[src/rtl/bfh_ram.sv]
`default_nettype none
module bfh_ram #(
  parameter int WIDTH = 16,
  parameter int DEPTH = 256
) (
  input  wire logic                     clk,
  input  wire logic                     wr_en,
  input  wire logic [$clog2(DEPTH)-1:0] wr_addr,
  input  wire logic [WIDTH-1:0]         wr_data,
  input  wire logic                     rd_en,
  input  wire logic [$clog2(DEPTH)-1:0] rd_addr,
  output logic      [WIDTH-1:0]         rd_data
);

  logic [WIDTH-1:0] mem [DEPTH];

  always_ff @(posedge clk) begin
    if (wr_en) begin
      mem[wr_addr] <= wr_data;
    end
    if (rd_en) begin
      rd_data <= mem[rd_addr];
    end
  end

endmodule
`default_nettype wire
[config.mk]
export PLATFORM = sky130hd
export DESIGN_NAME = bfh_ram
export DESIGN_NICKNAME = d
export VERILOG_FILES = /design/src/rtl/bfh_ram.sv
export SDC_FILE = /design/constraint.sdc
export NUM_CORES = 2
export LEC_CHECK = 0
export BUFFER_PORTS_ARGS = -buffer_cell sky130_fd_sc_hd__buf_2
export CAP_MARGIN = 20
export CORE_MARGIN = 1.5
export CORE_UTILIZATION = 62
export CTS_BUF_LIST = sky130_fd_sc_hd__clkbuf_8
export DETAILED_ROUTE_END_ITERATION = 16
export PLACE_DENSITY = 0.77
export SYNTH_ARGS = -nofsm -noshare
export SYNTH_HDL_FRONTEND = slang
export SYNTH_SLANG_ARGS = --single-unit
[constraint.sdc]
create_clock -name clk -period 3.4 [get_ports clk]
set_input_delay 0.68 -clock clk [delete_from_list [all_inputs] [get_ports clk]]
set_output_delay 0.68 -clock clk [all_outputs]
set_load 0.005 [all_outputs]
After elaboration in Yosys (flattened, before gate mapping)
Memory sizes are Yosys's and may differ from the RTL's. A register that Yosys moved wholly into a read port is not among the register bits.
Cells that the tools add are included.

word-level totals
  memories kept = 1
  input bits = 35
  register bits after elaboration = 0
  word-level logic and storage cells = 3
  latch bits = 0
  output and inout bits = 16
  memory bits (writable) = 4096
  ROM bits = 0

cells by class
  multipliers = 0
  $lt $le $gt $ge = 0
  add/subtract/negate cells = 0
  multiplexer cells = 2
  reductions and logical operators = 0
  equality and inequality tests = 0
  div/mod/pow operators = 0
  shifts and indexed selects = 0
  bitwise operators = 0

memory list
  name  words  width  rd ports  clocked after Yosys merged registers in  wr ports  line  text
  mem   256    16     1         1                                        1         15    logic [WIDTH-1:0] mem [DEPTH];

operators with widths
  operator           count
  1-bit two-way mux  2

Logic depth before layout (Yosys ltp)
  word-level depth = 2
  gate-level depth with buffers = 12
  mapped depth without buffers = 6

Worst setup path after synthesis
OpenSTA, ideal clock, no wires.

  path type = in2reg
  start point = in rd_addr[0]
  end point = reg rd_data[4] (read register of mem), data pin
  setup time = 265 ps
  buffers on the path = 3
  arrival time = 2664 ps
  stages = 8
  slack = 471 ps
  data required time = 3135 ps
  cells stage by stage = buf_6 -> buf_6 -> buf_2 -> mux4_2 -> mux4_2 -> a22o_1 -> o32ai_2 -> nor4_2

RTL lines
  element             line  text
  start: declaration  11    input wire logic [$clog2(DEPTH)-1:0] rd_addr,
  end: declaration    12    output logic [WIDTH-1:0] rd_data

==> results.md <==
* Layout net count at 8479
* Leakage power at approximately 59 nW
* FF-to-FF Start: mem[2][9]
* Mapped Cells at ~7.4k
* Crit-path slowest cell: o32ai_1
* Worst Path Buf+Inv at 1
* Die area at approximately 0.26 mm^2
* Register area at 0.123 mm^2
* VDD IR-drop max at 0.428 mV
* IO Pins at 51
* CP required at 4.24 ns
* Synth Register Bits at about 4k
* First drt pass iteration count at 6
* Worst slew pin tran at between 1 and 1.5 ns
* Largest family of logic cells by synthesized area: multiplexers
* Post-synth EDFFs at 4112
* RSZ-0062 raised after global routing: false
* Worst Path Max Fanout at 1
* Iteration-0 DRC count of the detailed router at 13.3k
* Max H-tree Level at 6
* Via/cell ratio at about 6.8
* CP peak stage delay at between 0.8 and 0.9 ns
* CTS clock-pin slew for the worst setup and hold paths at roughly 0.060 ns
* Crit path cell chain: mux4_2 > mux2_2 > a22oi_1 > nand2_1 > o32ai_1 > buf_4 > nor4_1
* Seq/Total Area, Yosys at 77.7%
* Total Routing Usage GR at between 30% and 40%
* Final Max Slew Viols at 0
* F_max at slightly above 300 MHz
* Via Count at between 80k and 90k
* DRC Markers at 0
* Clk_lat worst skew at around 1.1 ns
* DP Area at between 0.15 and 0.2 mm^2
* Die X at a little over 500 um
* Number of fill cells in the layout at about 14k
* Max_slew headroom at approximately 15%
* Tightest Hold Check Type: in2reg
* Power density cells at between 500 and 600 mW/mm^2
* Xor/xnor share of the synthesized area at 0%
* Share of post-route cells with drive strength above 1 at about 29%
* First-pass GRT wire length at approximately 590000 um
* Gr ovfl total at 0
* CTS tree: done
* Ys async rst share at 0%
* Yosys warns at 0
* Routed wire per std cell at roughly 34 um
* # setup viols final at 0
* Fin area at 0.180 mm^2
* Initial Utilization at between 60% and 70%
* Synth Area in Compound Gates at under 10%
* CP arrival at around 4.1 ns
* Mux cell area share after synthesis at between 10% and 20%
* Post-layout min period at 3.29 ns
* Crit share post-route at between 90% and 100%
* Layout area overhead at 13.5%
* Initial antenna violation count at 24
* Vias in the first global route at between 80k and 90k
* Delay-heaviest family, CP: compound AO/OA/AOI/OAI gates
* Setup crit start: mem[2][9]
* Placed cells at 11.2k
* Hold path start: wr_data[4]
* Num CTS Buffers at about 630
* Syn Std Cell Area at 0.159 mm^2
* Routed Antenna Nets at 0
* Synth Flop Type: edfxtp_1
* CP Capture Type: register
* Net count after synthesis at 7395
* Crit Path Class: reg2reg
* Row count at 185
* Routed WL at 416000 um
* Post-cts resize count at 0
* Syn Area/Cell at around 22 um^2
* Area occupied by multi-input gates at around 0.033 mm^2
* CTS Sinks at between 4k and 5k
* Clock Skew at slightly above 0.07 ns
* Final Hold Viols at 0
* Post-synth cell types at 51
* CP startpoint kind: register
* Adder-cell share of the synthesized area at 0%
* Status: completed
* Largest net degree at the start of global routing at 145
* PortBufs at 50
* Max Cap Viol at 0
* Max clock buf depth at 4
* DP HPWL at about 250000 um
* CORE AREA at 0.254 mm^2
* Layout Cells excl Fill at 12.3k
* Die height at about 510 um
* GPL Wtd Cong at ~0.93
* Synth Area in Simple Gates at roughly 1.6%
* Clock root cell: clkbuf_8
==> metal layers <==
layer	share of wire, %	global-route usage, %
met5	0.015	0
met4	5.0	15.0
met3	13	9.06
met2	46	48.6
met1	35	44.6
==> state kept, by name, indices dropped and copies added (netlist names) <==
| register | count |
|---|---|
| rd_data | 16 |
| mem | 4096 |
==> worst register-to-register path, cell delays in order (launching register included) <==
cell      delay, ns
edfxtp_1       0.38
mux4_2         0.47
mux2_2         0.30
a22oi_1        0.47
nand2_1        0.32
o32ai_1        0.85
buf_4          0.23
nor4_1         0.05
==> layout by cell type, fill, tap and decap left out, types with 6 or more instances in the layout <==
cell	Yosys	final
a2111oi_0	6	6
a211oi_1	18	18
a21oi_1	175	175
a221oi_1	28	28
a22o_1	32	32
a22oi_1	43	43
a31oi_1	6	6
and3_1	11	11
buf_12	5	132
buf_2	76	31
buf_4	26	720
buf_8	11	17
bufinv_16	0	13
clkbuf_8	0	643
clkinv_1	0	137
clkinv_2	0	51
clkinvlp_4	0	16
diode_2	0	28
edfxtp_1	4112	4112
inv_1	3	201
inv_6	0	15
inv_8	0	9
mux2_2	88	88
mux2i_1	565	565
mux4_2	797	797
nand2_1	38	38
nand3_1	35	32
nand4_1	26	26
nor2_1	304	262
nor2_2	0	42
nor2b_1	9	9
nor3_1	92	90
nor4_1	17	17
o21ai_0	37	37
o221ai_1	252	252
o22ai_1	148	148
o31ai_1	16	16
o32ai_1	20	20
==> kinds of logic (layout without fill, tap and decap cells) <==
group                  count (synthesis)  after routing
other                                  0             28
buffers and inverters                456           1994
flip-flops                          4112           4112
AO/OA/AOI/OAI                        786            786
AND/OR/NAND/NOR                      556            556
multiplexers                        1450           1450
==> metrics by stage <==
stage	total power (W)	utilization, %	TNS, ns	setup slack, ns	hold slack [ns]
after global routing	0.102	70.9	0	0.148	0.0645
after detailed placement	0.0626	66.5	-7.16	-0.809	1.08
after global placement	0.0625	66.5	-6.17	-0.798	1.08
final	0.0989	70.9	0	0.114	0.0814
after floorplan	0.0598	-	0	0.471	0.779
after CTS	0.0991	70.8	0	0.146	0.00284
==> timing repair <==
| action | CTS | global route |
|---|---|---|
| setup buffers | 0 | 0 |
| hold buffers | 2 | 0 |
| setup endpoints to repair | 0 | 0 |
| endpoints found under the hold margin | 45 | 0 |
==> cell usage after synthesis, drive strengths merged, types with 6 or more instances <==
master | number | share of area (%)
a2111oi | 6 | 0.033
o221ai | 253 | 1.4
buf | 222 | 1.1
o22ai | 148 | 0.58
edfxtp | 4112 | 78
mux4 | 797 | 11
nand3 | 35 | 0.11
a22oi | 43 | 0.20
mux2i | 565 | 3.6
a211oi | 18 | 0.085
mux2 | 88 | 0.62
nor4 | 18 | 0.075
a31oi | 6 | 0.024
nand2 | 38 | 0.090
o32ai | 21 | 0.12
nor3 | 92 | 0.29
a21oi | 175 | 0.55
clkbuf | 230 | 0.54
nor2 | 304 | 0.72
nand4 | 26 | 0.10
a22o | 32 | 0.18
o21ai | 38 | 0.12
o31ai | 16 | 0.076
a221oi | 28 | 0.15
nor2b | 9 | 0.035
and3 | 11 | 0.043
==> path summary, 6_finish.rpt <==
path         depth (start not counted)     endpoint  slack, ns
max                                  7   rd_data[9]       0.11
min                                  1  mem[214][4]       0.08
max reg2reg                          7   rd_data[9]       0.11
min reg2reg                          6   rd_data[6]       1.18
==> cell type report <==
cell class	count	share of cell area [%]
clock inverters	443	1.28
diodes	28	0.0389
well taps	3366	2.34
flip-flops and latches	4112	68.5
repair buffers	905	4.72
clock buffers	642	4.90
multi-input cells	2792	18.2
inverters	4	0.0153
==> where the power goes <==
group,switching [W],internal (W)
Sequential,0.0000603,0.0559
Clock,0.0187,0.0186
Combinational,0.00356,0.00214
Total,0.0223,0.0766
Note: power is estimated with default switching activity, not from simulation.
